**config.mk**
```make
export PLATFORM = sky130hd
export DESIGN_NAME = lfa_divider
export DESIGN_NICKNAME = d
export VERILOG_FILES = /design/src/sv/lfa_divider.sv
export SDC_FILE = /design/constraint.sdc
export NUM_CORES = 1
export LEC_CHECK = 0
export ABC_AREA = 1
export BUFFER_PORTS_ARGS = -buffer_cell sky130_fd_sc_hd__buf_2
export CORE_MARGIN = 8
export CORE_UTILIZATION = 40
export CTS_CLUSTER_SIZE = 30
export DETAILED_ROUTE_END_ITERATION = 8
export SYNTH_ARGS = -nofsm -noshare
export SYNTH_HDL_FRONTEND = slang
export SYNTH_SLANG_ARGS = --single-unit
```
**constraint.sdc**
```tcl
create_clock -name clk -period 2.2 [get_ports clk]
set_clock_uncertainty 0.05 [all_clocks]
set_input_delay 0.66 -clock clk [delete_from_list [all_inputs] [get_ports clk]]
set_output_delay 0.66 -clock clk [all_outputs]
set_load 0.05 [all_outputs]
```
**src/sv/lfa_divider.sv**
```systemverilog
// ----------------------------------------------------------------------------
// lfa_divider: serial restoring divider
// Produces one quotient bit per cycle; done pulses when the quotient is ready.
// ----------------------------------------------------------------------------
module lfa_divider #(
  parameter int unsigned NUM_W = 26,
  parameter int unsigned DEN_W = 11
) (
  input  logic             clk,
  input  logic             rst,
  input  logic             start,
  input  logic [NUM_W-1:0] dividend,
  input  logic [DEN_W-1:0] divisor,
  output logic             done,
  output logic [NUM_W-1:0] quotient
);

  localparam int unsigned STEP_W = $clog2(NUM_W + 1);

  logic              busy;
  logic [STEP_W-1:0] steps;
  logic [DEN_W-1:0]  den;
  logic [DEN_W-1:0]  rem;
  logic [NUM_W-1:0]  quo;
  logic [DEN_W:0]    trial;
  logic              fits;

  // Shift the next dividend bit into the partial remainder and compare
  always_comb begin
    trial = {rem, quo[NUM_W-1]};
    fits  = trial >= {1'b0, den};
  end

  // Control: count the steps
  always_ff @(posedge clk) begin
    if (rst) begin
      busy  <= 1'b0;
      done  <= 1'b0;
      steps <= '0;
    end else begin
      done <= 1'b0;
      if (start) begin
        busy  <= 1'b1;
        steps <= STEP_W'(NUM_W);
      end else if (busy) begin
        steps <= steps - STEP_W'(1);
        if (steps == STEP_W'(1)) begin
          busy <= 1'b0;
          done <= 1'b1;
        end
      end
    end
  end

  // Datapath: subtract when the divisor fits
  always_ff @(posedge clk) begin
    if (start) begin
      den <= divisor;
      rem <= '0;
      quo <= dividend;
    end else if (busy) begin
      rem <= fits ? DEN_W'(trial - {1'b0, den}) : trial[DEN_W-1:0];
      quo <= {quo[NUM_W-2:0], fits};
    end
  end

  assign quotient = quo;

endmodule

```
==> summary.md <==
| Metric | Value |
|---|---|
| Max Root-Sink Buffers | 2 |
| Final Cycle Share | 0.931 |
| Critical Path Start | quotient[25] |
| Sequential element share of the synthesized area | 0.480 |
| H-tree Lvls | 2 |
| Skew-Pair Late Insertion Delay | 0.31 ns |
| Worst r2r src | quotient[25] |
| CP Class | reg -> reg |
| Sw frac | 0.325 |
| Site Rows | 32 |
| CP endpoint kind | flip-flop |
| Total wire length | 7.09 mm |
| Placer Congestion | 0.884 |
| Pwr/cell area | 642 nW/µm² |
| Vias per cell | 4.68 |
| Root buffer cell | clkbuf_8 |
| Synthesis-to-layout area growth | 18.1% |
| Synth Area per Inst | 8.10 µm² |
| Worst Path Arrival | 2.08 ns |
| Placed instance count | 541 |
| Hold Fails Final Rpt | 0 |
| Leakage | 1.87 nW |
| Vias post-DR | 2569 |
| Ant. Diodes | 0 |
| Flop pwr share | 0.531 |
| Final Max Tran Viols | 0 |
| Hold buffer count at CTS | 0 |
| WL per Instance | 12.9 µm |
| Startpoint type of the worst setup path | flip-flop |
| PostCTS Resize Cnt | 0 |
| # Post-CTS Setup Buffers | 0 |
| Initial antenna violation count | 0 |
| GRT Total Usage | 0.131 |
| Peak Freq | 0.488 GHz |
| Status | complete, no violations |
| Peak VDD IR | 0.354 mV |
| Wire length of the first global-routing pass | 11.8 mm |
| Pre-CTS WS | 0.117 ns |
| Die area | 10700 µm² |
| Unrepaired setup endpoints after global routing | yes |
| Flop2flop setup slack | 0.15 ns |
| Setup crit end | quotient[0] |
| Ranking of synthesized cells by area | edfxtp_1 (36%), nand2_1 (18%), dfxtp_1 (12%) |
| Nets | 500 |
| Gate power share | 0.227 |
| Mapped cell area | 3060 µm² |
| Vias in the first global route | 2623 |
| Max-Cap Viols | 0 |
| P_int | 1.57 mW |
| Yosys reg bits | 55 |
| Antenna-violating nets left | 0 |
| Core area | 7570 µm² |
| Initial DRC count | 102 |
| R2R depth | 10 |
| Clk sink count | 55 |
| Detail Placement HPWL | 5.43 mm |
| Initial Utilization | 0.405 |
| Post-synth cell types | 31 |
| Total CTS buffers | 5 |
| Final-report setup violation count | 0 |
| Data required time of the worst path | 2.24 ns |
| TNS Setup | 0 ns |
| Yosys top cell area share | 0.363 |
| # IOs | 67 |
| # fillers | 776 |
| Die W | 104 µm |
| Net count after synthesis | 432 |
| TritonCTS clock tree | built |
| DR pass1 iterations | 4 |
| Clk pwr share | 0.242 |
| Largest net degree at the start of global routing | 35 |
| Actual slew at the worst max-slew pin | 0.370 ns |
| Final min period | 2.05 ns |
| Hold WS | 0.425 ns |
| GRT Residual Overflow | 0 |
| Post-route setup slack | 0.152 ns |
| Clk slew on worst S/H paths | 0.11 ns |
| FF-to-FF End | quotient[0] |
| Residual DRC | 0 |
| Layout Cells excl Fill | 549 |
| Worst hold-check path type | reg -> reg |
| Leading area contributor after synthesis | edfxtp_1 |
| Relative slew slack | 0.753 |
| Worst-path maximum fanout | 12 |
| Post-Syn Instances | 378 |
| Synth warnings | 0 |
| Layout cells sized above 1 | 0.246 |
| P_sw | 754 µW |
| Total power | 2.32 mW |
| # port buffers | 66 |
| Height of the chip | 104 µm |
metal layers:
metal	part of all wire	global-route usage
met4	0.012	0.0430
met3	0.077	0.0440
met1	0.45	0.154
met5	0	0
met2	0.46	0.217
sequential cells by signal (all words and copies together) (netlist names):
register,count
busy,1
done,1
steps,5
den,11
rem,11
quotient,26
stage by stage:
| step | area (µm²) | utilization |
|---|---|---|
| floorplan | 3070 | - |
| global placement | 3530 | 0.466 |
| detailed placement | 3530 | 0.466 |
| CTS | 3610 | 0.477 |
| global route | 3620 | 0.478 |
| finish | 3620 | 0.478 |
power by group through the flow:
| stage | combinational (mW) | sequential, mW | clock (mW) |
|---|---|---|---|
| after floorplan | 0.203 | 1.43 | 0 |
| after global placement | 0.528 | 1.26 | 0 |
| after detailed placement | 0.533 | 1.25 | 0 |
| after CTS | 0.534 | 1.23 | 0.581 |
| after global routing | 0.574 | 1.24 | 0.614 |
| final | 0.528 | 1.23 | 0.561 |
worst max-delay path: stages, from the launching register on:
cell,delay [ns]
edfxtp_1,0.39
inv_1,0.09
ha_2,0.20
fa_1,0.21
inv_1,0.08
nand3_1,0.08
nand3_2,0.14
nand2_4,0.14
nand4_4,0.26
nand2_2,0.13
nand2_1,0.05
cell usage after synthesis:
master,number
fa_1,1
nand3_2,6
a221oi_1,1
clkbuf_1,7
or2_2,1
nor2_1,17
buf_12,1
a21oi_2,1
nand3_1,26
nor2_2,2
inv_2,3
edfxtp_1,37
xor2_1,2
o211ai_1,1
a21oi_1,3
buf_2,2
a31oi_1,2
xnor2_1,2
nor3_1,1
buf_4,1
dfxtp_1,18
nand4_4,1
nor2_4,1
nand2_2,12
buf_6,1
nand4_1,14
and2_4,1
or2_1,1
ha_1,13
inv_1,51
nand2_1,148
cell type report:
type                    instances  area [µm²]  area share
flip-flops and latches         55        1470       0.407
well taps                     102         128      0.0353
clock inverters                 2        12.5     0.00346
clock buffers                   6        72.6      0.0201
inverters                      54         203      0.0560
multi-input cells             257        1320       0.366
repair buffers                 73         408       0.113
placed cells by master (no fill, tap or decap), types with 2 or more instances in the layout:
master    count
nand4_1      14
edfxtp_1     37
dfxtp_1      18
a31oi_1       2
nand2_2      12
a21oi_1       3
inv_2         3
nor2_2        2
nand3_1      26
inv_1        51
ha_1         12
nor2_1       17
buf_12        2
buf_2        66
xnor2_1       2
buf_4         5
nand2_1     147
clkbuf_8      5
nand3_2       6
xor2_1        2
cell families (layout without fill, tap and decap cells):
group,after synthesis,in the layout,synth area share
buffers and inverters,66,135,0.0907
adders and majority gates,14,14,0.0596
xor gates and xnor gates,4,4,0.0114
AOI/OAI and AO/OA,8,8,0.0172
and+or+nand+nor,231,231,0.341
DFF,55,55,0.480
worst min path at each step:
stage | from | end | slack, ns | depth (start not counted)
floorplan | rem[10] | rem[10] | 0.39 | 2
global route | rem[10] | rem[10] | 0.45 | 2
global placement | rem[10] | rem[10] | 0.41 | 2
CTS | rem[10] | rem[10] | 0.43 | 2
finish | rem[10] | rem[10] | 0.42 | 2
detailed placement | rem[10] | rem[10] | 0.41 | 2
Note: power is estimated with default switching activity, not from simulation.
