File: src/sv/lfa_pkg.sv
// ----------------------------------------------------------------------------
// lfa_pkg: shared types and constants of the line sensor frame averager
// Holds the result item layout, the output push request, the queue status and fixed constants.
// ----------------------------------------------------------------------------
package lfa_pkg;

  // Width of the converter sample and of an emitted word
  localparam int unsigned WORD_W = 16;
  // Width of the average_count register
  localparam int unsigned CFG_W = 11;
  // Reset value of average_count
  localparam logic [CFG_W-1:0] COUNT_RESET = 11'd50;
  // Word that marks the start of an averaged frame
  localparam logic [WORD_W-1:0] HEADER_WORD = 16'hFFFF;

  // One result item
  typedef struct packed {
    logic [WORD_W-1:0] word;
    logic              is_header;
    logic              last;
  } out_item_t;

  // Push request from the sequencer to the output queue
  typedef struct packed {
    logic valid;
    logic with_header;
  } push_req_t;

  // Output queue status toward the sequencer
  typedef struct packed {
    logic empty;
    logic pop;
  } queue_stat_t;

endpackage

File: src/sv/lfa_out_queue.sv
// ----------------------------------------------------------------------------
// lfa_out_queue: two-entry output queue
// Holds a header and a pixel word, or a pixel word alone, for the receiver.
// ----------------------------------------------------------------------------
module lfa_out_queue (
  input  logic               clk,
  input  logic               rst,
  input  lfa_pkg::push_req_t push,
  input  lfa_pkg::out_item_t pix,
  output lfa_pkg::queue_stat_t stat,
  output logic               out_valid,
  input  logic               out_ready,
  output lfa_pkg::out_item_t head
);

  import lfa_pkg::*;

  out_item_t  slot0;
  out_item_t  slot1;
  logic [1:0] fill;
  logic       pop;

  assign pop        = out_valid && out_ready;
  assign out_valid  = fill != 2'd0;
  assign head       = slot0;
  assign stat.empty = fill == 2'd0;
  assign stat.pop   = pop;

  // Fill count; a push is only made into an empty queue
  always_ff @(posedge clk) begin
    if (rst) begin
      fill <= 2'd0;
    end else if (push.valid) begin
      fill <= push.with_header ? 2'd2 : 2'd1;
    end else if (pop) begin
      fill <= fill - 2'd1;
    end
  end

  // Load entries, advance on transfer
  always_ff @(posedge clk) begin
    if (push.valid) begin
      if (push.with_header) begin
        slot0 <= '{word: HEADER_WORD, is_header: 1'b1, last: 1'b0};
        slot1 <= pix;
      end else begin
        slot0 <= pix;
      end
    end else if (pop) begin
      slot0 <= slot1;
    end
  end

endmodule

File: config.mk
export PLATFORM = sky130hd
export DESIGN_NAME = lfa_out_queue
export DESIGN_NICKNAME = d
export VERILOG_FILES = /design/src/sv/lfa_pkg.sv /design/src/sv/lfa_out_queue.sv
export SDC_FILE = /design/constraint.sdc
export NUM_CORES = 1
export LEC_CHECK = 0
export BUFFER_PORTS_ARGS = -buffer_cell sky130_fd_sc_hd__buf_2
export CORE_ASPECT_RATIO = 0.8
export CORE_MARGIN = 5
export CORE_UTILIZATION = 49
export CTS_CLUSTER_DIAMETER = 150
export DETAILED_ROUTE_END_ITERATION = 7
export PLACE_DENSITY = 0.79
export SKIP_CTS_REPAIR_TIMING = 1
export SYNTH_ARGS = -nofsm -noshare
export SYNTH_HDL_FRONTEND = slang
export SYNTH_SLANG_ARGS = --single-unit
export TNS_END_PERCENT = 100
File: constraint.sdc
create_clock -name clk -period 1.75 [get_ports clk]
set_clock_uncertainty 0.2 [all_clocks]
set_input_delay 0.0875 -clock clk [delete_from_list [all_inputs] [get_ports clk]]
set_output_delay 0.0875 -clock clk [all_outputs]
set_load 0.02 [all_outputs]
==> results.ini, run 1 <==
[floorplan]
start_util=0.514
num_rows=17
die_x_um=70.2
coreArea_sq_um=2770
pin_count=44
die-area_sq_um=4080
die_h_um=58.2

[synth]
synth_top_area_cell=edfxtp_1
synth_cell_types=19
syn_area_sq_um=1420
synth_top_area_share=0.761
syn_avg_cell_area_sq_um=17.5
synthCells=81
ys_warn_count=0
synth_area_leaders=edfxtp_1 76%, o22a_1 9.2%, dfxtp_1 2.8%
synth_fp_nets=105
synth-seq-area-share=0.789
synth_seq_cells=38

[layout]
final_common_cell=buf_2
area_growth_pct=40.1
antenna_cells=0
final_net_count=177
instances_no_fill=191
fin_util=0.720
layout.cells.most_common_list=43 x buf_2, 36 x edfxtp_1, 22 x dlygate4sd3_1, 15 x o22a_1, 6 x inv_1
drive_gt1_frac=0.366

[outcome]
status=complete, no violations

[placement]
place_ws_ns=0.137
hpwl_mm=1.91
placedCellCount=162
gp_congestion=0.711
io_buffers=43

[global_routing]
antenna_found_initial=0
grt-ovfl-total=0
grt_pass1_wl_mm=4.22
grtUsageTotal=0.138
grt_pass1_vias=869
grt_max_degree=19

[min_path]
holdPathEnd=slot1[8]
hold_path_depth=2
worstHoldStart=pix[8]
hp-class=in2reg

[flow_run]
maxCapViolations=0

[power_and_ir_drop]
vdd_drop_max_mv=0.559
p_per_area_nw_per_um2=969
leakagePower_nw=0.782

[worst_setup_path]
critPathLaunchType=flop
path_max_fanout=4
worstPathRequired_ns=1.46
path_cells=inv_1, ha_1, nor2b_4, buf_2
reg2reg_slack_ns=0.12
r2r_start=fill[0]
critPathSlowestCell=dfxtp_1
cpPeakStageDelay_ns=0.37
cpLargestDelayFamily=flip-flops
cp.arrival_ns=1.35
crit_buf_inv=2
reg2reg_to=head[15]
r2r_cells=5
critPathCaptureType=primary output
worst-setup-path-type=reg2out

[sta]
drv_slew=0
fmax_mhz=610
setup_slack_ns=0.110
rsz0062_at_grt=false
tightest_slew_ns=0.280
fin_crit_sh=0.937
finalSetupTns_ns=0
setup_viol=0
maxSlewHeadroom=0.813
hold_viol_final=0
period_minus_slack_ns=1.64

[clocking]
cts_buffers=5
cts_max_level=2
cts_sinks=38
cts_tree=yes
clk_pin_slew_worst_paths_ns=0.11
ctsLongestPathBuffers=2
clkLatencyLatePin_ns=0.33
cts_root_buffer=clkbuf_4

[drt]
drtAntennaViolNets=0
viasPerCell=4.90
wirelength_mm=2.95
drc=0
initialDrtViolationCount=78
vias=936
wl_per_cell_um=15.4
firstDrtPassIters=4

==> per-stage QoR <==
| stage | hold slack [ns] | area [sq um] | total power [mW] |
|---|---|---|---|
| 6_report | 0.275 | 1990 | 1.93 |
| 3_5_place_dp | 0.0797 | 1700 | 1.36 |
| 4_1_cts | -0.275 | 1770 | 1.90 |
| 2_1_floorplan | -0.0434 | 1420 | 1.26 |
| 5_1_grt | 0.276 | 1990 | 2.01 |
| 3_3_place_gp | 0.0650 | 1700 | 1.35 |
==> worst max-delay path by stage <==
stage	start	end	slack, ns	cells past startpoint
after floorplan	fill[0]	head[0]	0.05	4
after global placement	fill[0]	head[11]	0.21	5
after detailed placement	fill[0]	head[8]	0.14	5
after CTS	fill[0]	stat[0]	0.1	4
after global routing	fill[0]	stat[0]	0.03	4
final	fill[0]	stat[0]	0.11	4
==> routing by layer <==
| metal | share of wire | vias to the layer above | track usage |
|---|---|---|---|
| met3 | 0.057 | 7 | 0.0485 |
| met1 | 0.45 | 440 | 0.195 |
| met5 | 0 | - | 0 |
| li1 | - | 455 | - |
| met2 | 0.48 | 34 | 0.195 |
| met4 | 0.015 | 0 | 0.0574 |
==> power breakdown <==
| part | internal, mW | switching [mW] |
|---|---|---|
| Clock | 0.289 | 0.263 |
| Combinational | 0.130 | 0.153 |
| Sequential | 1.08 | 0.0197 |
| Total | 1.49 | 0.436 |
==> worst reg2reg max path, stage by stage, from the launching register on <==
cell and delay [ns]:
dfxtp_1 0.37, inv_1 0.05, ha_1 0.26, nor2b_4 0.17, or2_2 0.15, buf_12 0.16
==> state kept, by name, summed over array words and instances (netlist names) <==
register and flops:
fill 2, slot1 18, head 18
==> final cells by class <==
cell class	count	area, sq um
multi-input cells	32	244
well taps	38	47.5
clock inverters	2	33.8
repair buffers	70	485
fillers	201	773
clock buffers	5	37.5
inverters	6	22.5
flip-flops and latches	38	1120
==> cell families after synthesis <==
kind of cell	after synthesis	synth area share
compound gates	21	0.120
xor+xnor	1	0.00616
fa+ha+maj	1	0.00880
buf+inv	11	0.0396
flops	38	0.789
simple gates	9	0.0370
==> synth_stat cells (all sizes together) <==
master and number:
nor2 4, nand2 1, a21oi 3, o211ai 1, ha 1, nand3b 1
o22a 15, inv 6, o2bb2ai 1, nand2b 1, a211oi 1, dfxtp 2
edfxtp 36, or2 1, nor2b 1, xnor2 1, buf 5
No activity file was read; power rests on OpenSTA's default activity.
==> run 2: changes to the inputs <==
--- a/config.mk
+++ b/config.mk
@@ -8,10 +8,11 @@
 export BUFFER_PORTS_ARGS = -buffer_cell sky130_fd_sc_hd__buf_2
 export CORE_ASPECT_RATIO = 0.8
 export CORE_MARGIN = 5
-export CORE_UTILIZATION = 49
+export CORE_UTILIZATION = 44
 export CTS_CLUSTER_DIAMETER = 150
 export DETAILED_ROUTE_END_ITERATION = 7
-export PLACE_DENSITY = 0.79
+export GPL_ROUTABILITY_DRIVEN = 0
+export PLACE_DENSITY = 0.75
 export SKIP_CTS_REPAIR_TIMING = 1
 export SYNTH_ARGS = -nofsm -noshare
 export SYNTH_HDL_FRONTEND = slang
==> constraint.sdc (replaced) <==
create_clock -name clk -period 1.5 [get_ports clk]
set_clock_uncertainty 0.2 [all_clocks]
set_input_delay 0.075 -clock clk [delete_from_list [all_inputs] [get_ports clk]]
set_output_delay 0.075 -clock clk [all_outputs]
set_load 0.02 [all_outputs]
==> run 2 against run 1 <==
  * The run now ends with hold timing left
  * Total power up 36%
  * Global-route usage fell by 0.56 points
  * Design area rose by 3.8%
  * Clock power increased by 83%
  * Register-to-register slack worse by 0.10 ns
  * Highest routed layer unchanged
==> results.ini, run 2 (synthesized netlist as in run 1, its figures left out) <==
[drt]
drtAntennaViolNets=0  ; unchanged
firstDrtPassIters=4  ; unchanged
wirelength_mm=2.97  ; +0.78%
drc=0  ; unchanged
wl_per_cell_um=15.3  ; -0.78%
vias=963  ; +2.9%
viasPerCell=4.96  ; +1.3%
initialDrtViolationCount=78  ; unchanged

[outcome]
violations=hold timing
status=complete, but fails checks

[clocking]
clk_pin_slew_worst_paths_ns=0.07  ; -0.04 ns
cts_tree=yes
cts_root_buffer=clkbuf_8
ctsLongestPathBuffers=2  ; unchanged
cts_sinks=38  ; unchanged
cts_buffers=5  ; unchanged
cts_max_level=2  ; unchanged
clkLatencyLatePin_ns=0.29  ; -0.04 ns

[worst_setup_path]
critPathLaunchType=flop
critPathCaptureType=flop
worstPathRequired_ns=1.27  ; -0.19 ns
path_max_fanout=18  ; +14
cp.arrival_ns=1.25  ; -0.10 ns
worst-setup-path-type=reg2reg

[power_and_ir_drop]
p_sw_uw=552  ; +27%
switching_share=0.210  ; -0.0153
pwr-share-seq=0.488  ; -0.080
intPower_mw=2.07  ; +39%
leakagePower_nw=0.809  ; +3.5%
clock_power_share=0.384  ; +0.098
p_per_area_nw_per_um2=1270  ; +31%
combPwrFrac=0.129  ; -0.017
vdd_drop_max_mv=1.12  ; +100%
finalPower_mw=2.62  ; +36%

[sta]
tightest_slew_ns=0.256  ; -0.0240 ns
hold_viol_final=1  ; +1
fin_crit_sh=0.987
setup_viol=0  ; unchanged
fmax_mhz=676
period_minus_slack_ns=1.48
maxSlewHeadroom=0.829  ; +0.0160
rsz0062_at_grt=true
drv_slew=0  ; unchanged
setup_slack_ns=0.0198  ; -0.0901 ns
whs_ns=-0.0255  ; -0.300 ns

[global_routing]
grt_max_degree=19  ; unchanged
grtUsageTotal=0.133  ; -0.00556
grt_pass1_vias=900  ; +3.6%
grt_pass1_wl_mm=4.21  ; -0.14%
grt-ovfl-total=0  ; unchanged
antenna_found_initial=0  ; unchanged

[flow_run]
maxCapViolations=0  ; unchanged

[layout]
final_common_cell=buf_2
layout.cells.most_common_list=42 x buf_2, 36 x edfxtp_1, 21 x dlygate4sd3_1, 15 x o22a_1
finalInstanceArea_sq_um=2070  ; +3.8%
instances_no_fill=194  ; +1.6%
final_net_count=177  ; unchanged
area_growth_pct=45.5
antenna_cells=0  ; unchanged
fillCellCount=230  ; +14%
drive_gt1_frac=0.409  ; +0.0431

[floorplan]
die_x_um=73.5  ; +4.7%
num_rows=18  ; +1
die_h_um=60.8  ; +4.6%
start_util=0.457  ; -0.0567
coreArea_sq_um=3110  ; +12%
pin_count=44  ; unchanged
die-area_sq_um=4470  ; +9.5%

[placement]
hpwl_mm=1.99  ; +3.8%
placedCellCount=164  ; +1.2%
placed_cell_area_sq_um=1710  ; +0.29%
place_ws_ns=-0.0327  ; -0.170 ns
io_buffers=43  ; unchanged

[min_path]
hp-class=in2reg

==> run 2: cell count changes in the layout (fill, tap and decap cells not counted), moves of 2 or more <==
cell,change
dfxtp_2,+2
dfxtp_1,-2
inv_2,+2
buf_6,+2
inv_1,-2
clkbuf_4,-5
clkbuf_8,+5
==> run 2: area by class of cell <==
class                      instances  area [sq um]  area share
tap                               40          50.0      0.0242
inverter                           6          22.5      0.0109
sequential                        38          1120       0.543
clock buffer                       5          68.8      0.0333
multi-input combinational         32           259       0.125
clock inverter                     3          63.8      0.0309
timing repair buffer              70           480       0.232
==> run 2: path summary, 6_finish.rpt <==
path,start,end,slack [ns],cells after the start
worst max-delay path,fill[0],head[4],0.02,4
worst min-delay path,out_ready,fill[1],-0.03,4
worst max register to register,fill[0],head[4],0.02,4
worst min register to register,slot1[3],head[3],0.35,1
==> run 2: metrics by stage <==
| step | utilization | TNS (ns) |
|---|---|---|
| floorplan | - | 0 |
| global placement | 0.549 | 0 |
| detailed placement | 0.549 | -0.577 |
| CTS | 0.591 | -0.729 |
| global route | 0.665 | -0.492 |
| finish | 0.665 | 0 |
==> run 2: power groups by stage <==
stage                     registers (mW)  clock network, mW  logic, mW
after detailed placement            1.30                  0      0.289
after floorplan                     1.35                  0      0.122
final                               1.28               1.01      0.338
after CTS                           1.28               1.02      0.290
after global routing                1.29               1.06      0.366
after global placement              1.30                  0      0.279
==> run 2: routing by layer <==
| metal | up-vias | GRT usage | wire length (um) |
|---|---|---|---|
| li1 | 456 | - | - |
| met1 | 462 | 0.151 | 1140 |
| met2 | 40 | 0.218 | 1550 |
| met3 | 5 | 0.0530 | 218 |
| met4 | 0 | 0.0672 | 59 |
| met5 | - | 0 | 0 |
==> run 2: critical path, stage by stage, from the launching register on <==
cell	delay [ns]
dfxtp_2	0.34
inv_2	0.05
ha_4	0.17
nor2b_4	0.12
or2_4	0.28
==> run 3: changes to the inputs <==
--- a/config.mk
+++ b/config.mk
@@ -12,8 +12,10 @@
 export CTS_CLUSTER_DIAMETER = 150
 export DETAILED_ROUTE_END_ITERATION = 7
 export GPL_ROUTABILITY_DRIVEN = 0
-export PLACE_DENSITY = 0.75
+export PLACE_DENSITY = 0.73
+export SETUP_SLACK_MARGIN = 0.1
 export SKIP_CTS_REPAIR_TIMING = 1
+export SLEW_MARGIN = 20
 export SYNTH_ARGS = -nofsm -noshare
 export SYNTH_HDL_FRONTEND = slang
 export SYNTH_SLANG_ARGS = --single-unit
==> run 3 against run 2 <==
  * The flow still finishes with violations (hold timing)
  * Critical path type unchanged
  * Critical endpoint is now head[3]
  * Flip-flop and latch count unchanged
  * Sequential share of layout area grew 1.0 points
  * Largest cell class unchanged
  * Largest power group unchanged
  * Via count fell by 3.1%
==> results.ini, run 3 (synthesized netlist as in run 1, its figures left out) <==
[global_routing]
grt_util_met2=0.215  ; -0.00379
top_usage_layer=met2
grtUsageTotal=0.135  ; +0.00282
antenna_found_initial=0  ; unchanged
grt_pass1_wl_mm=4.30  ; +2.1%
grt-ovfl-total=0  ; unchanged
grtUsageMet3=0.0629  ; +0.00993
grt_max_degree=19  ; unchanged
grt_use_met1=0.168  ; +0.0168
grt_pass1_vias=920  ; +2.2%

[power_and_ir_drop]
finalPower_mw=2.29  ; -13%
vdd_drop_max_mv=0.814  ; -27%
p_per_area_nw_per_um2=1130  ; -11%
leakagePower_nw=0.789  ; -2.5%

[floorplan]
die_x_um=73.5  ; unchanged
pin_count=44  ; unchanged
die_h_um=60.8  ; unchanged
coreArea_sq_um=3110  ; unchanged
num_rows=18  ; unchanged
die-area_sq_um=4470  ; unchanged
start_util=0.457  ; unchanged

[clocking]
cts_max_level=2  ; unchanged
cts_buffers=5  ; unchanged
cts_sinks=38  ; unchanged
ctsLongestPathBuffers=2  ; unchanged
clkLatencyLatePin_ns=0.29  ; about the same
cts_root_buffer=clkbuf_8
clk_pin_slew_worst_paths_ns=0.07  ; about the same
cts_tree=yes

[placement]
placed_cell_area_sq_um=1710  ; +0.15%
hpwl_mm=1.90  ; -4.3%
io_buffers=43  ; unchanged

[sta]
maxSlewHeadroom=0.826  ; -0.00371
whs_ns=-0.0209  ; +0.00455 ns
setup_viol=0  ; unchanged
fin_crit_sh=0.986  ; about the same
fmax_mhz=676  ; about the same
drv_slew=0  ; unchanged
rsz0062_at_grt=true
period_minus_slack_ns=1.48  ; -0.00108 ns
hold_viol_final=3  ; +2
tightest_slew_ns=0.261  ; +0.00557 ns
finalSetupTns_ns=0  ; unchanged

[layout]
finalInstanceArea_sq_um=2030  ; -1.8%
area_growth_pct=42.9
final_net_count=177  ; unchanged
final_common_cell=buf_2
layout.cells.most_common_list=40 x buf_2, 36 x edfxtp_1, 20 x dlygate4sd3_1, 15 x o22a_1, 6 x buf_4
antenna_cells=0  ; unchanged
fin_util=0.653  ; -0.0121
drive_gt1_frac=0.422  ; +0.0130

[outcome]
status=complete, but fails checks
violations=hold timing

[drt]
wirelength_mm=2.99  ; +0.67%
drc=0  ; unchanged
wl_per_cell_um=15.4  ; +0.67%
initialDrtViolationCount=46  ; -41%
firstDrtPassIters=4  ; unchanged
vias=933  ; -3.1%
viasPerCell=4.81  ; -3.1%
drtAntennaViolNets=0  ; unchanged

[worst_setup_path]
worstPathRequired_ns=1.27  ; about the same
critPathLaunchType=flop
worst-setup-path-type=reg2reg
path_max_fanout=18  ; unchanged
cp.arrival_ns=1.25  ; about the same
critPathCaptureType=flop

[flow_run]
maxCapViolations=0  ; unchanged

[min_path]
hp-class=in2reg

-- run 3: worst max-delay path, stage by stage, from the launching register on --
cell and delay, ns:
dfxtp_2 0.35, inv_2 0.05, ha_4 0.16, nor2b_4 0.12
or2_4 0.29
-- run 3: area by class of cell --
cell class,count,area [sq um]
well taps,40,50.0
multi-input cells,32,259
fillers,233,1080
flip-flops and latches,38,1120
clock buffers,5,68.8
repair buffers,70,490
inverters,6,22.5
clock inverters,3,16.3
-- run 3: power by group --
group / leakage (nW) / internal (mW) / switching [mW]
Sequential: 0.357 / 1.26 / 0.0234
Clock: 0.0416 / 0.317 / 0.342
Combinational: 0.391 / 0.166 / 0.183
-- run 3: worst paths after layout --
| check | start | to | slack (ns) | depth (start not counted) |
|---|---|---|---|---|
| worst min-delay path | push[0] | head[16] | -0.02 | 3 |
| worst min register to register | slot1[0] | head[0] | 0.33 | 1 |
| worst max register to register | fill[0] | head[3] | 0.02 | 4 |
| worst max-delay path | fill[0] | head[3] | 0.02 | 4 |
-- run 3: routing by layer --
| metal | vias to the layer above | routed length [um] |
|---|---|---|
| met1 | 425 | 1240 |
| li1 | 458 | - |
| met2 | 45 | 1450 |
| met5 | - | 0 |
| met3 | 5 | 261 |
| met4 | 0 | 33 |
-- run 3: stage by stage --
| step | std cells | setup WS, ns |
|---|---|---|
| after floorplan | 81 | 0.0597 |
| after global placement | 164 | 0.0778 |
| after detailed placement | 164 | 0.0388 |
| after CTS | 172 | -0.0186 |
| after global routing | 194 | -0.0346 |
| final | 194 | 0.0209 |
